`src/mrba_pkg.sv`:
```
// Shared types, codes and defaults of the multi-region bump allocator.
`default_nettype none

package mrba_pkg;

	// Default geometry of the region row
	localparam int unsigned DEF_REGION_BYTES = 4096;
	localparam int unsigned DEF_NUM_REGIONS  = 8;

	// Field widths of the channels
	localparam int unsigned KIND_W   = 1;
	localparam int unsigned SIZE_W   = 20;
	localparam int unsigned STATUS_W = 2;
	localparam int unsigned INDEX_W  = 3;
	localparam int unsigned OFFSET_W = 12;

	// Configuration registers
	localparam int unsigned CFG_IDX_W    = 2;
	localparam int unsigned CFG_DATA_W   = 13;
	localparam int unsigned THRESHOLD_W  = 13;
	localparam int unsigned FAIL_W       = 8;

	localparam logic [CFG_IDX_W-1:0]   REG_LARGE_THRESHOLD = 2'd0;
	localparam logic [CFG_IDX_W-1:0]   REG_FAILURE_LIMIT   = 2'd1;

	localparam logic [THRESHOLD_W-1:0] THRESHOLD_RST = 13'd4096;
	localparam logic [FAIL_W-1:0]      FAIL_LIMIT_RST = 8'd4;
	localparam logic [FAIL_W-1:0]      FAIL_MAX       = 8'd255;

	// Request kinds
	localparam logic [KIND_W-1:0] KIND_ALLOC = 1'b0;
	localparam logic [KIND_W-1:0] KIND_CLEAR = 1'b1;

	typedef enum logic [STATUS_W-1:0] {
		ST_ALLOCATED = 2'd0,
		ST_LARGE     = 2'd1,
		ST_OUT       = 2'd2,
		ST_RESET     = 2'd3
	} status_t;

	typedef enum logic [1:0] {
		FSM_IDLE,
		FSM_WALK,
		FSM_WAIT
	} fsm_t;

	// Control from the sequencer to the region store
	typedef struct packed {
		logic wr_en;
		logic clear;
	} store_ctrl_t;

endpackage : mrba_pkg

`default_nettype wire

```
`src/mrba_region_store.sv`:
```
// Region store: bump offsets and failure counts with per-region valid bits.
`default_nettype none

module mrba_region_store #(
	parameter int unsigned NUM_REGIONS = mrba_pkg::DEF_NUM_REGIONS,
	parameter int unsigned USED_W      = 13,
	parameter int unsigned ADDR_W      = 3
) (
	input  wire                         clk,
	input  wire                         arst_n,
	input  mrba_pkg::store_ctrl_t       ctrl,
	input  wire  [ADDR_W-1:0]           wr_addr,
	input  wire  [USED_W-1:0]           wr_used,
	input  wire  [mrba_pkg::FAIL_W-1:0] wr_fail,
	input  wire  [ADDR_W-1:0]           rd_addr,
	output logic [USED_W-1:0]           rd_used,
	output logic [mrba_pkg::FAIL_W-1:0] rd_fail
);
	import mrba_pkg::*;

	localparam int unsigned ENTRY_W = USED_W + FAIL_W;

	logic [ENTRY_W-1:0]     mem_q [NUM_REGIONS];
	logic [NUM_REGIONS-1:0] valid_q;
	logic [ENTRY_W-1:0]     rd_data_q;
	logic                   rd_valid_q;

	always_ff @(posedge clk) begin
		if (ctrl.wr_en) begin
			mem_q[wr_addr] <= {wr_used, wr_fail};
		end
		rd_data_q <= mem_q[rd_addr];
	end

	// A region never written since the last clear reads as zero
	always_ff @(posedge clk or negedge arst_n) begin
		if (!arst_n) begin
			valid_q    <= '0;
			rd_valid_q <= 1'b0;
		end else begin
			rd_valid_q <= valid_q[rd_addr];
			if (ctrl.clear) begin
				valid_q <= '0;
			end else if (ctrl.wr_en) begin
				valid_q[wr_addr] <= 1'b1;
			end
		end
	end

	assign rd_used = rd_valid_q ? rd_data_q[ENTRY_W-1:FAIL_W] : '0;
	assign rd_fail = rd_valid_q ? rd_data_q[FAIL_W-1:0] : '0;

endmodule : mrba_region_store

`default_nettype wire

```
`src/mrba_fit_unit.sv`:
```
// Fit check and failure count update for one region per cycle.
`default_nettype none

module mrba_fit_unit #(
	parameter int unsigned REGION_BYTES = mrba_pkg::DEF_REGION_BYTES,
	parameter int unsigned USED_W       = 13
) (
	input  wire  [USED_W-1:0]           used,
	input  wire  [mrba_pkg::FAIL_W-1:0] fail,
	input  wire  [mrba_pkg::SIZE_W-1:0] size,
	input  wire  [mrba_pkg::FAIL_W-1:0] limit,
	output logic                        fit,
	output logic [USED_W-1:0]           used_next,
	output logic [mrba_pkg::FAIL_W-1:0] fail_next,
	output logic                        over_limit
);
	import mrba_pkg::*;

	localparam int unsigned SUM_W = ((USED_W > SIZE_W) ? USED_W : SIZE_W) + 1;

	logic [SUM_W-1:0] sum;

	always_comb begin
		sum        = SUM_W'(used) + SUM_W'(size);
		fit        = (sum <= SUM_W'(REGION_BYTES));
		used_next  = sum[USED_W-1:0];
		fail_next  = (fail == FAIL_MAX) ? fail : fail + 1'b1;
		over_limit = (fail_next > limit);
	end

endmodule : mrba_fit_unit

`default_nettype wire

```
`src/multi_region_bump_allocator_unit.sv`:
```
// Top level of the multi-region bump allocator: sequencer, config and result registers.
//
// Arena allocator over NUM_REGIONS equal regions of REGION_BYTES each. A beat on
// the input channel is either an allocate request (kind 0) or a clear of all
// regions (kind 1); every beat yields exactly one result beat. A clear, or an
// allocate larger than large_threshold, passes through the wait state into the
// output register, and the input is ready again as its result is offered. Any
// other allocate walks the regions upward from the current region through one
// shared add/compare unit, one region per cycle, until a region fits or the
// last region has been visited (1 up to NUM_REGIONS regions), then passes
// through the wait state into the output register. The walk is bounded by that
// unit and the single read port of the region store. The input is not ready
// while an item is in flight, but a new beat is taken while the previous
// result still waits on the output; if the output still holds a beat when the
// next result is ready, that result waits in the sequencer and the input stays
// not ready until the output frees up. Region state powers up and clears to
// zero through the per-region valid bits: there is no clearing pass.
// Configuration writes are taken at any time and must only be issued while the
// block is idle.
`default_nettype none

module multi_region_bump_allocator_unit #(
	parameter int unsigned REGION_BYTES = mrba_pkg::DEF_REGION_BYTES,
	parameter int unsigned NUM_REGIONS  = mrba_pkg::DEF_NUM_REGIONS
) (
	input  wire                             clk,
	input  wire                             arst_n,
	// configuration write channel
	input  wire                             cfg_valid,
	output logic                            cfg_ready,
	input  wire  [mrba_pkg::CFG_IDX_W-1:0]  cfg_index,
	input  wire  [mrba_pkg::CFG_DATA_W-1:0] cfg_data,
	// request channel
	input  wire                             in_valid,
	output logic                            in_ready,
	input  wire  [mrba_pkg::KIND_W-1:0]     kind,
	input  wire  [mrba_pkg::SIZE_W-1:0]     request_size,
	// result channel
	output logic                            out_valid,
	input  wire                             out_ready,
	output logic [mrba_pkg::STATUS_W-1:0]   status,
	output logic [mrba_pkg::INDEX_W-1:0]    region_index,
	output logic [mrba_pkg::OFFSET_W-1:0]   region_offset
);
	import mrba_pkg::*;

	localparam int unsigned USED_W = $clog2(REGION_BYTES + 1);
	localparam int unsigned ADDR_W = (NUM_REGIONS > 1) ? $clog2(NUM_REGIONS) : 1;
	localparam logic [ADDR_W-1:0] LAST = ADDR_W'(NUM_REGIONS - 1);

	// configuration
	logic [THRESHOLD_W-1:0] large_threshold_q;
	logic [FAIL_W-1:0]      failure_limit_q;

	// sequencer
	fsm_t              state_q, state_d;
	logic [ADDR_W-1:0] cur_q;
	logic [ADDR_W-1:0] walk_q;
	logic [SIZE_W-1:0] size_q;

	// pending result and output register
	status_t             res_status_q;
	logic [INDEX_W-1:0]  res_index_q;
	logic [OFFSET_W-1:0] res_offset_q;
	logic                out_valid_q;
	status_t             out_status_q;
	logic [INDEX_W-1:0]  out_index_q;
	logic [OFFSET_W-1:0] out_offset_q;

	// store and shared unit
	store_ctrl_t       st_ctrl;
	logic [ADDR_W-1:0] rd_addr;
	logic [USED_W-1:0] rd_used;
	logic [FAIL_W-1:0] rd_fail;
	logic              fit;
	logic [USED_W-1:0] used_next;
	logic [FAIL_W-1:0] fail_next;
	logic              over_limit;

	logic in_fire;
	logic is_clear;
	logic is_large;
	logic walk_last;
	logic load_out;

	assign cfg_ready = 1'b1;
	assign in_ready  = (state_q == FSM_IDLE);
	assign in_fire   = in_valid && in_ready;
	assign is_clear  = (kind == KIND_CLEAR);
	assign is_large  = (request_size > SIZE_W'(large_threshold_q));
	assign walk_last = (walk_q == LAST);
	assign load_out  = (state_q == FSM_WAIT) && (!out_valid_q || out_ready);

	// Configuration registers; unknown indexes are dropped
	always_ff @(posedge clk or negedge arst_n) begin
		if (!arst_n) begin
			large_threshold_q <= THRESHOLD_RST;
			failure_limit_q   <= FAIL_LIMIT_RST;
		end else if (cfg_valid && cfg_ready) begin
			case (cfg_index)
				REG_LARGE_THRESHOLD: large_threshold_q <= cfg_data[THRESHOLD_W-1:0];
				REG_FAILURE_LIMIT:   failure_limit_q   <= cfg_data[FAIL_W-1:0];
				default: ;
			endcase
		end
	end

	mrba_region_store #(
		.NUM_REGIONS (NUM_REGIONS),
		.USED_W      (USED_W),
		.ADDR_W      (ADDR_W)
	) u_store (
		.clk     (clk),
		.arst_n  (arst_n),
		.ctrl    (st_ctrl),
		.wr_addr (walk_q),
		.wr_used (fit ? used_next : rd_used),
		.wr_fail (fit ? rd_fail : fail_next),
		.rd_addr (rd_addr),
		.rd_used (rd_used),
		.rd_fail (rd_fail)
	);

	mrba_fit_unit #(
		.REGION_BYTES (REGION_BYTES),
		.USED_W       (USED_W)
	) u_fit (
		.used       (rd_used),
		.fail       (rd_fail),
		.size       (size_q),
		.limit      (failure_limit_q),
		.fit        (fit),
		.used_next  (used_next),
		.fail_next  (fail_next),
		.over_limit (over_limit)
	);

	// Next state and store control. The read of the next region is issued while
	// the current one is evaluated, so the walk advances one region per cycle.
	always_comb begin
		state_d = state_q;
		st_ctrl = '0;
		rd_addr = '0;
		case (state_q)
			FSM_IDLE: begin
				rd_addr = cur_q;
				if (in_fire) begin
					if (is_clear) begin
						st_ctrl.clear = 1'b1;
						state_d       = FSM_WAIT;
					end else if (is_large) begin
						state_d = FSM_WAIT;
					end else begin
						state_d = FSM_WALK;
					end
				end
			end
			FSM_WALK: begin
				st_ctrl.wr_en = 1'b1;
				rd_addr       = walk_last ? '0 : walk_q + 1'b1;
				if (fit || walk_last) begin
					state_d = FSM_WAIT;
				end
			end
			FSM_WAIT: begin
				if (load_out) begin
					state_d = FSM_IDLE;
				end
			end
			default: begin
				state_d = FSM_IDLE;
			end
		endcase
	end

	always_ff @(posedge clk or negedge arst_n) begin
		if (!arst_n) begin
			state_q <= FSM_IDLE;
		end else begin
			state_q <= state_d;
		end
	end

	// Current region: zero on clear, advance past a region that failed too often
	always_ff @(posedge clk or negedge arst_n) begin
		if (!arst_n) begin
			cur_q <= '0;
		end else if (in_fire && is_clear) begin
			cur_q <= '0;
		end else if (state_q == FSM_WALK && !fit && over_limit && !walk_last) begin
			cur_q <= walk_q + 1'b1;
		end
	end

	// Walk pointer, request size and pending result
	always_ff @(posedge clk) begin
		if (in_fire) begin
			walk_q <= cur_q;
			size_q <= request_size;
			res_index_q  <= '0;
			res_offset_q <= '0;
			res_status_q <= is_clear ? ST_RESET : ST_LARGE;
		end else if (state_q == FSM_WALK) begin
			if (fit) begin
				res_status_q <= ST_ALLOCATED;
				res_index_q  <= INDEX_W'(walk_q);
				res_offset_q <= OFFSET_W'(rd_used);
			end else if (walk_last) begin
				res_status_q <= ST_OUT;
			end else begin
				walk_q <= walk_q + 1'b1;
			end
		end
	end

	// Output register: hold the beat until taken
	always_ff @(posedge clk or negedge arst_n) begin
		if (!arst_n) begin
			out_valid_q <= 1'b0;
		end else if (load_out) begin
			out_valid_q <= 1'b1;
		end else if (out_ready) begin
			out_valid_q <= 1'b0;
		end
	end

	always_ff @(posedge clk) begin
		if (load_out) begin
			out_status_q <= res_status_q;
			out_index_q  <= res_index_q;
			out_offset_q <= res_offset_q;
		end
	end

	assign out_valid     = out_valid_q;
	assign status        = out_status_q;
	assign region_index  = out_index_q;
	assign region_offset = out_offset_q;

`ifndef SYNTHESIS
	// current region never points past the last region
	assert property (@(posedge clk) disable iff (!arst_n) cur_q <= LAST)
		else $error("current region out of range");

	// a clear beat leaves region 0 current
	assert property (@(posedge clk) disable iff (!arst_n)
		(in_fire && is_clear) |=> (cur_q == '0))
		else $error("clear did not reset current region");

	// a failed fit at the last region ends the walk as out of regions
	assert property (@(posedge clk) disable iff (!arst_n)
		(state_q == FSM_WALK && !fit && walk_last) |=>
		(state_q == FSM_WAIT && res_status_q == ST_OUT))
		else $error("walk ran past the last region");

	// a fit ends the walk with an allocated result
	assert property (@(posedge clk) disable iff (!arst_n)
		(state_q == FSM_WALK && fit) |=>
		(state_q == FSM_WAIT && res_status_q == ST_ALLOCATED))
		else $error("fit not reported as allocated");
`endif

endmodule : multi_region_bump_allocator_unit

`default_nettype wire
```
`config.mk`:
```
export PLATFORM = sky130hd
export DESIGN_NAME = multi_region_bump_allocator_unit
export DESIGN_NICKNAME = d
export VERILOG_FILES = /design/src/mrba_pkg.sv /design/src/mrba_region_store.sv /design/src/mrba_fit_unit.sv /design/src/multi_region_bump_allocator_unit.sv
export SDC_FILE = /design/constraint.sdc
export NUM_CORES = 1
export LEC_CHECK = 0
export ABC_AREA = 0
export BUFFER_PORTS_ARGS = -buffer_cell sky130_fd_sc_hd__buf_4
export CORE_UTILIZATION = 55
export CTS_CLUSTER_SIZE = 30
export DETAILED_ROUTE_END_ITERATION = 8
export HOLD_SLACK_MARGIN = 0.06
export PLACE_DENSITY = 0.73
export SYNTH_ARGS = -nofsm -noshare
export SYNTH_HDL_FRONTEND = slang
export SYNTH_HIERARCHICAL = 1
export SYNTH_SLANG_ARGS = --single-unit
export TNS_END_PERCENT = 5
```
`constraint.sdc`:
```
create_clock -name clk -period 12.4 [get_ports clk]
set_input_delay 0.62 -clock clk [delete_from_list [all_inputs] [get_ports clk]]
set_output_delay 0.62 -clock clk [all_outputs]
set_load 0.05 [all_outputs]
```
==> results_dict.tcl <==
set metrics [dict create \
    status "finished clean" \
    multiInputGateArea_mm2 0.00408 \
    yosysSeqAreaShare 0.643 \
    hold_viol 0 \
    cts_sinks 282 \
    grt_antenna_before_repair 0 \
    area_growth_pct 12.6 \
    rows 54 \
    finalClockSkew_ns 0.0209 \
    async_reset_ff_frac 0.128 \
    yosys.area.top_type "edfxtp_1" \
    clockBufferDepth 3 \
    final-setup-viol-count 0 \
    cts-buffers-inserted 27 \
    leakagePower_nw 5.20 \
    max-slew-margin-rel 0.174 \
    cp-endpoint "res_offset_q[11]" \
    track_usage 0.219 \
    period_share 0.448 \
    initial_utilization 0.563 \
    rr_endpoint "res_offset_q[11]" \
    seqCellArea_mm2 0.00793 \
    ys.flop_type "edfxtp_1" \
    synth_most_common_cell "edfxtp_1" \
    synth_seq_cells 282 \
    cts_hold_buf 0 \
    r2r_cells 13 \
    nets 953 \
    cp_slowest_stage_delay_ns 1.04 \
    critPathSlowestCell "and4_1" \
    grt_pass1_wl_mm 37.2 \
    gr-total-overflow 0 \
    coreArea_mm2 0.0219 \
    netlist_instances 810 \
    dr.first_iter.drc_count 512 \
    avgSynthCellArea_um2 15.2 \
    start_kind "register" \
    drt-pass1-iter-count 5 \
    rsz0062_at_grt "false" \
    die_h_um 152 \
    rrSetupSlack_ns 6.85 \
    path_clk_slew_ns 0.06 \
    path_cells "and2_1 > ha_1 > fa_1 > a21o_1 > a221oi_2 > xnor2_1 > or4_1 > or4_1 > o41ai_1 > and4_1 > nand2_1 > nand2_1 > a21oi_1" \
    synthTopCellsByCount "210 x edfxtp_1, 75 x nand2_1, 53 x mux2_2, 46 x a21oi_1, 40 x inv_1" \
    cts_tree "yes" \
    syn_area_mm2 0.0123 \
    drcViolationCount 0 \
    fin_crit_ns 5.55 \
    setup-tns-final_ns 0 \
    cap_violations 0 \
    cts-resized-gates 0 \
    io_pins 61 \
    ant_nets 0 \
    cts_setup_buffers 0 \
    cp-end-kind "register" \
    synth_fp_nets 889 \
    cp.required_ns 12.79 \
    place_hpwl_mm 16.1 \
    p_per_area_mw_per_mm2 144 \
    ys_top_cells_by_area "edfxtp_1 51%, mux4_1 8.1%, dfrtp_1 6.9%" \
    tightest_slew_ns 1.24 \
    via_per_inst 5.89 \
    worstSetupPathType "reg -> reg" \
    wl_per_cell_um 21.1 \
    design.die.area_mm2 0.0230 \
    timing.rr.start "u_store/rd_valid_q" \
    drive_gt1_frac 0.206 \
    dieWidth_um 152 \
    arrival_ns 5.94 \
    fmax_mhz 180 \
    synth_edf_count 210 \
    io_buffers 59 \
    synthDistinctLibCells 68 \
    gp_congestion 0.889 \
    drv_slew 0 \
    post-synth-top-area-fraction 0.512 \
    routed_wl_mm 24.8 \
    fillers 1583 \
    root_buffer "clkbuf_16" \
    crit_fanout 26 \
    cts.htree.levels 1 \
    timing.hold.ws_ns 0.0552 \
    grt_pass1_vias 6591 \
    yosys_warnings 6 \
    vdd_drop_max_v 0.000135 \
    min_path_type "in -> async" \
    grt_max_degree 37 \
    clock_latency_ns 0.53 \
    dr_total_vias 6916 \
    antenna-diode-count 0 \
    startpoint "u_store/rd_valid_q" \
]
-- routing by layer --
layer  vias up  wire length (um)  GRT usage
met5         -                 0          0
met4         0               469     0.0510
met3        38              1300     0.0392
met2       209             12500      0.369
met1      3439             10600      0.298
li1       3230                 -          -
-- placed cells by master (no fill, tap or decap), types with 3 or more instances in the layout --
cell | synthesis | final
nor3_1 | 4 | 4
clkinv_2 | 0 | 6
a31oi_1 | 3 | 3
a21oi_1 | 46 | 45
o21ai_0 | 25 | 25
nand3b_1 | 3 | 3
inv_1 | 40 | 40
nand2b_1 | 5 | 5
nand2_1 | 75 | 75
o211ai_1 | 3 | 3
nor4_1 | 4 | 4
mux4_2 | 6 | 6
or3_1 | 5 | 5
and3_1 | 7 | 7
nand4_1 | 3 | 3
buf_4 | 3 | 67
nand4b_1 | 5 | 5
nor2_1 | 24 | 21
clkbuf_1 | 16 | 7
mux2i_1 | 4 | 4
a21o_1 | 5 | 5
nand3_1 | 16 | 16
clkbuf_8 | 0 | 4
xnor2_1 | 9 | 9
mux4_1 | 38 | 38
nor2_4 | 0 | 3
nand4bb_1 | 3 | 3
clkbuf_16 | 0 | 27
edfxtp_1 | 210 | 210
nor2b_1 | 5 | 5
xor2_1 | 4 | 4
o21a_1 | 5 | 5
mux2_2 | 53 | 53
dfrtp_1 | 34 | 34
ha_1 | 37 | 37
and2_1 | 22 | 22
dfxtp_1 | 36 | 36
-- sequential cells by signal, indices dropped and copies added, names as in the netlist --
signal	count
res_index_q	3
failure_limit_q	8
walk_q	3
out_valid	1
status	2
cur_q	3
region_offset	12
u_store/valid_q	8
size_q	20
res_offset_q	12
res_status_q	2
state_q	2
u_store/rd_data_q	21
large_threshold_q	13
region_index	3
u_store/rd_valid_q	1
u_store/mem_q	168
-- through the flow --
stage | area (um^2) | worst slack (ns) | power, mW | util | instances
after floorplan | 12300 | 8.04 | 1.17 | - | 810
after global placement | 13000 | 7.13 | 1.22 | 0.595 | 1125
after detailed placement | 13000 | 7.01 | 1.22 | 0.595 | 1125
after CTS | 13900 | 6.91 | 2.01 | 0.634 | 1174
after global routing | 13900 | 6.45 | 2.07 | 0.634 | 1174
final | 13900 | 6.85 | 2.00 | 0.634 | 1174
-- power breakdown --
part / internal, mW / switching (mW)
clock: 0.468 / 0.334
combinational: 0.0537 / 0.0903
sequential: 1.04 / 0.0189
-- cell type report --
type,count,area share
sequential,282,0.571
inverter,41,0.0111
multi-input combinational,455,0.294
clock buffer,38,0.0545
timing repair buffer,67,0.0362
tap,280,0.0252
clock inverter,11,0.00802
-- critical path, delay by kind of cell, from the launching register on --
kind / cells / cell delay, ns
AND/OR/NAND/NOR: 6 / 3.06
AO/OA/AOI/OAI: 4 / 0.97
adder cells (fa/ha/maj): 2 / 0.63
flip-flops: 1 / 0.58
XOR/XNOR: 1 / 0.16
-- worst min-delay path by stage --
stage	from	endpoint	cells past startpoint
4_1_cts	arst_n	u_store/valid_q[2]	1
3_5_place_dp	res_status_q[1]	status[1]	0
3_3_place_gp	res_status_q[1]	status[1]	0
5_1_grt	arst_n	out_valid	1
2_1_floorplan	arst_n	cur_q[0]	0
6_report	arst_n	out_valid	1
-- kinds of logic after synthesis --
family / synth area share
other: 0.000304
buffers and inverters: 0.0279
flip-flops: 0.643
multiplexers: 0.144
XOR/XNOR: 0.00924
AO/OA/AOI/OAI: 0.0531
AND/OR/NAND/NOR: 0.0832
adder cells (fa/ha/maj): 0.0392
Power figures use the tool's default switching activity.
